`config.mk`:
```
export PLATFORM = sky130hd
export DESIGN_NAME = circular_deque
export DESIGN_NICKNAME = d
export VERILOG_FILES = /design/src/design/cdq_pkg.sv /design/src/design/circular_deque.sv /design/src/design/cdq_cell.sv
export SDC_FILE = /design/constraint.sdc
export NUM_CORES = 1
export LEC_CHECK = 0
export BUFFER_PORTS_ARGS = -buffer_cell sky130_fd_sc_hd__buf_4
export CORE_MARGIN = 2
export CORE_UTILIZATION = 50
export CTS_BUF_LIST = sky130_fd_sc_hd__clkbuf_8
export DETAILED_ROUTE_END_ITERATION = 8
export PLACE_DENSITY_LB_ADDON = 0.08
export SLEW_MARGIN = 20
export SYNTH_ARGS = -nofsm -noshare
export SYNTH_HDL_FRONTEND = slang
export SYNTH_SLANG_ARGS = --single-unit
```
`constraint.sdc`:
```
create_clock -name i_clk -period 13.05 [get_ports i_clk]
set_input_delay 0.6525 -clock i_clk [delete_from_list [all_inputs] [get_ports i_clk]]
set_output_delay 0.6525 -clock i_clk [all_outputs]
set_load 0.01 [all_outputs]
```
`src/design/cdq_pkg.sv`:
```
`default_nettype none

package cdq_pkg;

    localparam int CDQ_DEPTH   = 16;
    localparam int WORD_W      = 32;
    localparam int FUNC_W      = 3;
    localparam int LIM_W       = 5;

    localparam logic [LIM_W-1:0] LIM_RESET = 5'd16;

    localparam logic [FUNC_W-1:0] FN_INS_FRONT = 3'd0;
    localparam logic [FUNC_W-1:0] FN_INS_REAR  = 3'd1;
    localparam logic [FUNC_W-1:0] FN_DEL_FRONT = 3'd2;
    localparam logic [FUNC_W-1:0] FN_DEL_REAR  = 3'd3;
    localparam logic [FUNC_W-1:0] FN_PEEK      = 3'd4;

    // at most one bit set; broadcast to every cell
    typedef struct packed {
        logic shift_r;
        logic shift_l;
        logic push_rear;
        logic pop_rear;
    } t_cell_ctl;

endpackage

`default_nettype wire

```
`src/design/circular_deque.sv`:
```
`default_nettype none

// circular_deque: double-ended queue of signed 32-bit words.
// Command channel: start with i_func/i_value is taken at a clock edge where
// busy is low; busy is never raised, so one command may be given every
// cycle. Functions: insert front, insert rear, delete front, delete rear,
// peek; codes 5 to 7 change nothing and report ok low.
// Result: exactly one word per command, shown for one cycle on the o_ ports
// with o_done high, in the cycle after the command is taken. The receiver
// cannot stall, so nothing is held back; throughput is one command a cycle.
// Storage is a row of DEPTH cells with cell 0 at the front: front inserts
// and deletes shift the whole row by one place, rear inserts and deletes
// touch only one cell at the rear end of the occupied run. The rear word is
// picked by an and-or over the cells flagged as last.
// Configuration: i_cfg_we writes the entry limit (clamped to 1..DEPTH);
// write it only while no command is in flight.
// Reset (synchronous, active low) empties the deque and sets the limit
// to 16; the stored words themselves are not cleared.
module circular_deque
    import cdq_pkg::*;
#(
    parameter int DEPTH = CDQ_DEPTH
) (
    input  wire logic                     i_clk,
    input  wire logic                     i_rst_n,
    input  wire logic                     start,
    output logic                          busy,
    input  wire logic [FUNC_W-1:0]        i_func,
    input  wire logic signed [WORD_W-1:0] i_value,
    input  wire logic                     i_cfg_we,
    input  wire logic [LIM_W-1:0]         i_cfg_wdata,
    output logic                          o_done,
    output logic                          o_ok,
    output logic signed [WORD_W-1:0]      o_front_value,
    output logic signed [WORD_W-1:0]      o_rear_value,
    output logic                          o_is_empty,
    output logic                          o_is_full
);

    localparam int CW   = $clog2(DEPTH + 1);
    localparam int CMPW = (CW > LIM_W) ? CW : LIM_W;

    logic [CW-1:0]    r_count, n_count;
    logic [LIM_W-1:0] r_lim;
    logic             r_done, r_ok, n_ok;
    logic [CMPW-1:0]  lim_eff;
    logic             full, empty, accept;
    t_cell_ctl        ctl;

    logic [WORD_W-1:0] cell_data  [DEPTH];
    logic              cell_valid [DEPTH];
    logic              cell_last  [DEPTH];
    logic [DEPTH-1:0]  valid_vec;
    logic [WORD_W-1:0] rear_word;

    assign busy   = 1'b0;
    assign accept = start && !busy;

    always_comb begin
        if (r_lim == '0) begin
            lim_eff = CMPW'(1);
        end else if (CMPW'(r_lim) > CMPW'(DEPTH)) begin
            lim_eff = CMPW'(DEPTH);
        end else begin
            lim_eff = CMPW'(r_lim);
        end
    end

    assign full  = CMPW'(r_count) >= lim_eff;
    assign empty = (r_count == '0);

    always_comb begin
        ctl     = '0;
        n_count = r_count;
        n_ok    = 1'b0;
        case (i_func)
            FN_INS_FRONT: begin
                if (!full) begin
                    ctl.shift_r = 1'b1;
                    n_count     = r_count + CW'(1);
                    n_ok        = 1'b1;
                end
            end
            FN_INS_REAR: begin
                if (!full) begin
                    ctl.push_rear = 1'b1;
                    n_count       = r_count + CW'(1);
                    n_ok          = 1'b1;
                end
            end
            FN_DEL_FRONT: begin
                if (!empty) begin
                    ctl.shift_l = 1'b1;
                    n_count     = r_count - CW'(1);
                    n_ok        = 1'b1;
                end
            end
            FN_DEL_REAR: begin
                if (!empty) begin
                    ctl.pop_rear = 1'b1;
                    n_count      = r_count - CW'(1);
                    n_ok         = 1'b1;
                end
            end
            FN_PEEK: begin
                n_ok = 1'b1;
            end
            default: begin
                n_ok = 1'b0;
            end
        endcase
        if (!accept) begin
            ctl     = '0;
            n_count = r_count;
        end
    end

    always_ff @(posedge i_clk) begin
        if (!i_rst_n) begin
            r_count <= '0;
            r_lim   <= LIM_RESET;
            r_done  <= 1'b0;
            r_ok    <= 1'b0;
        end else begin
            r_count <= n_count;
            r_done  <= accept;
            r_ok    <= accept && n_ok;
            if (i_cfg_we) begin
                r_lim <= i_cfg_wdata;
            end
        end
    end

    genvar gi;
    generate
        for (gi = 0; gi < DEPTH; gi++) begin : g_cell
            logic [WORD_W-1:0] left_data, right_data;
            logic              left_valid, right_valid;
            if (gi == 0) begin : g_head
                assign left_data  = i_value;
                assign left_valid = 1'b1;
            end else begin : g_mid
                assign left_data  = cell_data[gi-1];
                assign left_valid = cell_valid[gi-1];
            end
            if (gi == DEPTH - 1) begin : g_tail
                assign right_data  = '0;
                assign right_valid = 1'b0;
            end else begin : g_inner
                assign right_data  = cell_data[gi+1];
                assign right_valid = cell_valid[gi+1];
            end
            cdq_cell u_cell (
                .i_clk         (i_clk),
                .i_rst_n       (i_rst_n),
                .i_ctl         (ctl),
                .i_word        (i_value),
                .i_left_data   (left_data),
                .i_left_valid  (left_valid),
                .i_right_data  (right_data),
                .i_right_valid (right_valid),
                .o_data        (cell_data[gi]),
                .o_valid       (cell_valid[gi]),
                .o_last        (cell_last[gi])
            );
            assign valid_vec[gi] = cell_valid[gi];
        end
    endgenerate

    always_comb begin
        rear_word = '0;
        for (int i = 0; i < DEPTH; i++) begin
            rear_word = rear_word | (cell_last[i] ? cell_data[i] : '0);
        end
    end

    assign o_done        = r_done;
    assign o_ok          = r_ok;
    assign o_is_empty    = empty;
    assign o_is_full     = full;
    assign o_front_value = empty ? '1 : cell_data[0];
    assign o_rear_value  = empty ? '1 : rear_word;

    // occupied cells form one run from the front; their number must equal the count
    a_run_matches_count: assert property (@(posedge i_clk) disable iff (!i_rst_n)
        $countones(valid_vec) == int'(r_count))
        else $error("cell occupancy disagrees with entry count");

    a_count_in_range: assert property (@(posedge i_clk) disable iff (!i_rst_n)
        CMPW'(r_count) <= CMPW'(DEPTH))
        else $error("entry count above depth");

    a_refused_insert: assert property (@(posedge i_clk) disable iff (!i_rst_n)
        (accept && full && (i_func == FN_INS_FRONT || i_func == FN_INS_REAR))
        |=> (!o_ok && $stable(r_count)))
        else $error("insert taken while full");

    a_refused_delete: assert property (@(posedge i_clk) disable iff (!i_rst_n)
        (accept && empty && (i_func == FN_DEL_FRONT || i_func == FN_DEL_REAR))
        |=> (!o_ok && o_is_empty))
        else $error("delete taken while empty");

    a_one_result: assert property (@(posedge i_clk) disable iff (!i_rst_n)
        accept |=> o_done)
        else $error("command gave no result word");

endmodule

`default_nettype wire

```
`src/design/cdq_cell.sv`:
```
`default_nettype none

module cdq_cell
    import cdq_pkg::*;
(
    input  wire logic              i_clk,
    input  wire logic              i_rst_n,
    input  wire t_cell_ctl         i_ctl,
    input  wire logic [WORD_W-1:0] i_word,
    input  wire logic [WORD_W-1:0] i_left_data,
    input  wire logic              i_left_valid,
    input  wire logic [WORD_W-1:0] i_right_data,
    input  wire logic              i_right_valid,
    output logic      [WORD_W-1:0] o_data,
    output logic                   o_valid,
    output logic                   o_last
);

    logic [WORD_W-1:0] r_data, n_data;
    logic              r_valid, n_valid;

    always_comb begin
        n_data  = r_data;
        n_valid = r_valid;
        if (i_ctl.shift_r) begin
            n_data  = i_left_data;
            n_valid = i_left_valid;
        end else if (i_ctl.shift_l) begin
            n_data  = i_right_data;
            n_valid = i_right_valid;
        end else if (i_ctl.push_rear) begin
            // first free cell after the occupied run takes the word
            if (!r_valid && i_left_valid) begin
                n_data  = i_word;
                n_valid = 1'b1;
            end
        end else if (i_ctl.pop_rear) begin
            if (r_valid && !i_right_valid) begin
                n_valid = 1'b0;
            end
        end
    end

    always_ff @(posedge i_clk) begin
        if (!i_rst_n) begin
            r_valid <= 1'b0;
        end else begin
            r_valid <= n_valid;
        end
    end

    always_ff @(posedge i_clk) begin
        r_data <= n_data;
    end

    assign o_data  = r_data;
    assign o_valid = r_valid;
    assign o_last  = r_valid && !i_right_valid;

endmodule

`default_nettype wire
```
==> run metrics, run 1 <==
sequential power share 50.4%; final core utilization 56.46%; n_diodes 0; Switching Share 27.31%; CP Class register to register; status complete, no violations; die area 0.05540 sq mm; number of synthesized flops with an enable pin 512; Primary FF master, synth edfxtp_1; WL final 90900 um; Syn Std Cell Area around 0.027 sq mm; commonest non-fill, non-tap cell in the layout edfxtp_1; chip height 235.4 um; multi-input gate area in the final layout 0.01002 sq mm; clk slew on worst S/H paths 0.07 ns; Worst Max-Slew Pin Slew between 1 and 1.5 ns; antenna violations before repair 0; Hold Slack 0.1893 ns; post-route design area 0.02979 sq mm; Period minus WS final 5.331 ns; Crit path required time 13.60 ns; crit-path most repeated cell buf_4; setup bufs post-CTS 0; crit-path cells inv_1 -> ha_1 -> a21o_1 -> nor2_2 -> nand2_1 -> nor2_4 -> buf_4 -> buf_4 -> buf_4 -> a221o_1; PD cells 136.4 mW/mm^2; Fillers 4364; Post-DP Area 0.02803 sq mm; CP Buf/Inv Count 4; core area 0.05276 sq mm; CP Capture Type register; largest net degree at the start of global routing 202; CTS hold repair buffers 0; unrepaired setup endpoints after global routing false; CTS tree done; Final Hold Vio Count 0; sequential share of the synthesized area roughly three fifths; combinational share of power 13.6%; final setup fails 0; post-cts repair resize count 0; total CTS buffers 93; num ports 113; first-pass GRT wire length 133200 um; critical path's largest stage delay ~0.96 ns; # clock sinks 540; syn_nets 1952; fmax approximately 190 MHz; Max Root-Sink Buffers 3; DR DRC count 0; synthesis-stage register bit count 540; Distinct cells, synth 53; most frequent cells in the layout 512 x edfxtp_1, 448 x a221o_1, 161 x buf_4; Critical Path AT 5.88 ns; Pre-antenna DRT Iters 6; VDD IR max 0.07299 mV; Mean Syn Cell Area 14.09 sq um; post-route antenna net violation count 0; gpl congestion just over 0.8; DP Wirelength 44540 um; H-tree Lvls 3; via count 20910; number of synthesis warnings 0; drt via density 7.803; Final Skew 0.04450 ns; Final nets 1974; Async SR Flop Fraction 0%; Root Driver clkbuf_8; Pint around 3.0 mW; Rows 84; width of the die between 200 and 250 um; GRT overflow 0; PortBufs 111; Post-Layout Cell Count 2680; iteration-0 DRC count of the detailed router 2994; max_slew headroom 23.53%; worst min-delay path class input pin to register; Max-Cap Viols 0; Sequential cell area 0.01594 sq mm; slowest stage cell, crit path buf_4; routed length per instance ~34 um; Setup TNS Final 0 ns; starting density of the core 50.73%; Sw Pwr 1.110 mW; fraction of layout cells with a size suffix above 1 18.67%; placed cell count ~2500; Tcrit/Tclk final between 40% and 50%; clk_lat worst skew 0.71 ns; cell count after synthesis 1899; vias in the first global route 19640; clock share of power 36.0%; Worst Path Max Fanout ~110; CP delay by family, top buffers and inverters; area delta synth->final 11.30%; standby leakage power 9.923 nW; fin. max-slew vios 0; GRT Util Overall between 30% and 40%; Reg2Reg Setup Slack around 7.7 ns; Startpoint Class register
==> metal layers <==
| metal | GRT usage [%] | routed length [um] |
|---|---|---|
| met5 | 0 | 0 |
| met2 | 48.57 | 40650 |
| met3 | 6.543 | 10460 |
| met4 | 12.08 | 3529 |
| met1 | 45.56 | 36260 |
==> final cells by class <==
| cell class | count | share of cell area, % |
|---|---|---|
| Sequential cell | 540 | 53.50 |
| Multi-Input combinational cell | 1118 | 33.63 |
| Clock buffer | 99 | 4.574 |
| Timing Repair Buffer | 163 | 4.217 |
| Tap cell | 688 | 2.890 |
| Clock inverter | 67 | 1.130 |
| Inverter | 5 | 0.06300 |
==> kinds of logic after synthesis <==
group	share of synthesized area [%]
compound gates	29.73
flops	59.54
buf+inv	4.310
simple gates	3.885
mux	1.945
fa+ha+maj	0.4488
xor+xnor	0.1309
other cells	0.01401
==> synth_stat cells (17+ instances only) <==
master	number	area share [%]
mux2_2	32	1.3
nand3_1	33	0.62
buf_2	43	0.80
edfxtp_1	512	57
a22o_1	97	3.2
a21boi_1	22	0.62
a221oi_1	116	3.8
nand2b_1	46	1.1
nand2_1	32	0.45
clkbuf_1	147	2.1
a21o_1	36	1.0
buf_4	25	0.70
a221o_1	448	17
and3_1	29	0.68
nor2b_1	17	0.40
a22oi_1	57	1.6
a211oi_1	28	0.79
dfxtp_1	28	2.1
==> worst register-to-register path, stage by stage, from the launching register on <==
cell and delay (ns):
dfxtp_1 0.33, inv_1 0.09, ha_1 0.33, a21o_1 0.22, nor2_2 0.57, nand2_1 0.47
nor2_4 0.19, buf_4 0.72, buf_4 0.92, buf_4 0.99, a221o_1 0.37
==> state kept, by name, summed over array words and instances, names as in the netlist <==
register	flops
o_done	1
r_count	5
g_cell.u_cell.o_valid	16
r_lim	5
o_ok	1
g_cell.u_cell.o_data	512
==> through the flow <==
step                      worst slack [ns]  power, mW
after floorplan                      8.275      2.399
after detailed placement             7.217      2.626
after global routing                 7.378      4.191
after CTS                            7.433      4.068
final                                7.719      4.064
after global placement               7.327      2.615
==> power groups by stage <==
stage / Combinational, mW / Clock (mW) / Sequential, mW
6_report: 0.554 / 1.46 / 2.05
5_1_grt: 0.586 / 1.55 / 2.05
4_1_cts: 0.546 / 1.48 / 2.05
3_5_place_dp: 0.545 / 0 / 2.08
3_3_place_gp: 0.534 / 0 / 2.08
2_1_floorplan: 0.333 / 0 / 2.07
==> path summary, 6_finish.rpt <==
| path | end | start | depth (start not counted) |
|---|---|---|---|
| min | r_lim[1]$_SDFFE_PN0P_ | i_cfg_wdata[1] | 3 |
| max reg2reg | g_cell[13].u_cell.o_data[18]$_DFFE_PP_ | r_lim[4]$_SDFFE_PN1P_ | 10 |
| min reg2reg | r_count[4]$_SDFFE_PN0P_ | r_count[4]$_SDFFE_PN0P_ | 2 |
| max | g_cell[13].u_cell.o_data[18]$_DFFE_PP_ | r_lim[4]$_SDFFE_PN1P_ | 10 |
(Power assumes the default switching activity.)
==> run 2: changes to the inputs <==
==> constraint.sdc (replaced) <==
create_clock -name i_clk -period 4.4 [get_ports i_clk]
set_input_delay 0.22 -clock i_clk [delete_from_list [all_inputs] [get_ports i_clk]]
set_output_delay 0.22 -clock i_clk [all_outputs]
set_load 0.01 [all_outputs]
==> run metrics, run 2 (synthesis results as in run 1) <==
Pre-antenna DRT Iters 6 (unchanged); gpl congestion 0.8168 (+0.85%); final setup fails 0 (unchanged); GRT Util Overall 33.19% (+1.2 points); post-route design area 0.03081 sq mm (+3.4%); chip height 235.4 um (unchanged); Setup TNS Final 0 ns (unchanged); Post-Layout Cell Count 2765 (+3.2%); Worst Path Max Fanout 20 (-81%); DP Wirelength 49270 um (+11%); clk_lat worst skew 0.71 ns (about the same); Max Root-Sink Buffers 3 (unchanged); standby leakage power 10.40 nW (+4.8%); CP Class register to primary output; antenna violations before repair 0 (unchanged); Startpoint Class register; Crit path required time 4.18 ns (-9.42 ns); worst flop-to-flop path startpoint r_lim[3]$_SDFFE_PN0P_; Worst Max-Slew Pin Slew 1.137 ns (-0.007374 ns); num ports 113 (unchanged); width of the die 235.4 um (unchanged); Root Driver clkbuf_8; CP Capture Type primary output; PD cells 401.7 mW/mm^2 (+190%); vias in the first global route 20180 (+2.7%); Design Power 12.38 mW (+200%); hold depth 3 (unchanged); Max-Cap Viols 0 (unchanged); Reg2Reg Setup Slack 0.99 ns (-6.73 ns); worst min-delay path class input pin to register; core area 0.05276 sq mm (unchanged); final core utilization 58.39% (+1.9 points); routed length per instance 34.12 um (+0.61%); Critical Path AT 3.37 ns (-2.51 ns); fin worst setup slack 0.8097 ns (-6.909 ns); FF-to-FF End o_ok$_SDFF_PN0_; clk slew on worst S/H paths 0.06 ns (about the same); n_diodes 0 (unchanged); DR DRC count 0 (unchanged); crit-path most repeated cell buf_4; Rows 84 (unchanged); Final Hold Vio Count 0 (unchanged); fmax 278.5 MHz; die area 0.05540 sq mm (unchanged); PortBufs 111 (unchanged); most frequent cells in the layout 512 x edfxtp_1, 448 x a221o_1, 173 x buf_4; largest net degree at the start of global routing 84 (-58%); status complete, no violations; Place WS 1.129 ns (-6.089 ns); crit-path cells nor2b_4 -> buf_4 -> a22o_1 -> a221oi_1 -> and3_1 -> nand3_1 -> buf_4; max_slew headroom 24.03% (+0.49 points); Final Skew 0.02655 ns (-0.01795 ns); first-pass GRT wire length 137700 um (+3.4%); # clock sinks 540 (unchanged); CTS tree done; unrepaired setup endpoints after global routing false; Post-DP Area 0.02846 sq mm (+1.5%); Final nets 2052 (+4.0%); Critical Path Start g_cell[14].u_cell.o_valid$_SDFFE_PN0P_; starting density of the core 50.73% (unchanged); critical path's largest stage delay 0.88 ns (-0.08 ns); fraction of layout cells with a size suffix above 1 19.50% (+0.82 points); slowest stage cell, crit path nor2b_4; WL final 94350 um (+3.8%); Setup crit end o_rear_value[6]; Hold Slack 0.1015 ns (-0.08779 ns); setup bufs post-CTS 0 (unchanged); placed cell count 2542 (+1.2%); H-tree Lvls 3 (unchanged); GRT overflow 0 (unchanged); total CTS buffers 94 (+1.1%); VDD IR max 0.2477 mV (+240%); iteration-0 DRC count of the detailed router 3152 (+5.3%); fin. max-slew vios 0 (unchanged); via count 21500 (+2.8%); drt via density 7.777 (-0.33%); max reg flops 512 (unchanged); post-route antenna net violation count 0 (unchanged); Tcrit/Tclk final 81.60%; commonest non-fill, non-tap cell in the layout edfxtp_1; area delta synth->final 15.11%; reg2reg path depth 13 (+3); Period minus WS final 3.590 ns
## run 2: cell type report
class	instances	area [sq um]
Clock buffer	100	1376
Clock inverter	74	436.7
Fill cell	4277	21950
Inverter	5	18.77
Multi-Input combinational cell	1118	10030
Sequential cell	540	15940
Tap cell	688	860.8
Timing Repair Buffer	240	2150
## run 2: worst max-delay path: cells and delay by family (launching register included)
family / cells / cell delay (ns)
flops: 1 / 0.46
compound gates: 2 / 0.26
simple gates: 3 / 1.29
buf+inv: 2 / 0.64
## run 2: routing by layer
layer | part of all wire (%) | routed length [um] | GRT usage [%] | up-vias
li1 | - | - | - | 8625
met1 | 38 | 36140 | 45.98 | 10790
met3 | 12 | 11700 | 7.423 | 301
met5 | 0 | 0 | 0 | -
met2 | 45 | 42460 | 51.02 | 1788
met4 | 4.3 | 4046 | 13.07 | 0
## run 2: power by group
part / switching, mW / total (mW) / internal [mW] / leakage [nW]
Combinational: 1.02 / 1.74 / 0.716 / 4.48
Clock: 2.17 / 4.56 / 2.39 / 1.04
Sequential: 0.161 / 6.08 / 5.91 / 4.89
Total: 3.35 / 12.4 / 9.02 / 10.4
## run 2: worst min path at each step
stage	from	endpoint	slack, ns
after floorplan	i_cfg_wdata[4]	r_lim[4]$_SDFFE_PN1P_	0.35
after global placement	i_cfg_wdata[4]	r_lim[4]$_SDFFE_PN1P_	0.44
after detailed placement	i_cfg_wdata[4]	r_lim[4]$_SDFFE_PN1P_	0.45
after CTS	i_func[0]	g_cell[8].u_cell.o_valid$_SDFFE_PN0P_	0.07
after global routing	i_func[0]	g_cell[2].u_cell.o_valid$_SDFFE_PN0P_	0.08
final	i_func[0]	g_cell[10].u_cell.o_valid$_SDFFE_PN0P_	0.10
## run 2: repair_timing
item	CTS	global route
endpoints found under the hold margin	53	0
hold buffers	49	0
gates resized for setup	0	0
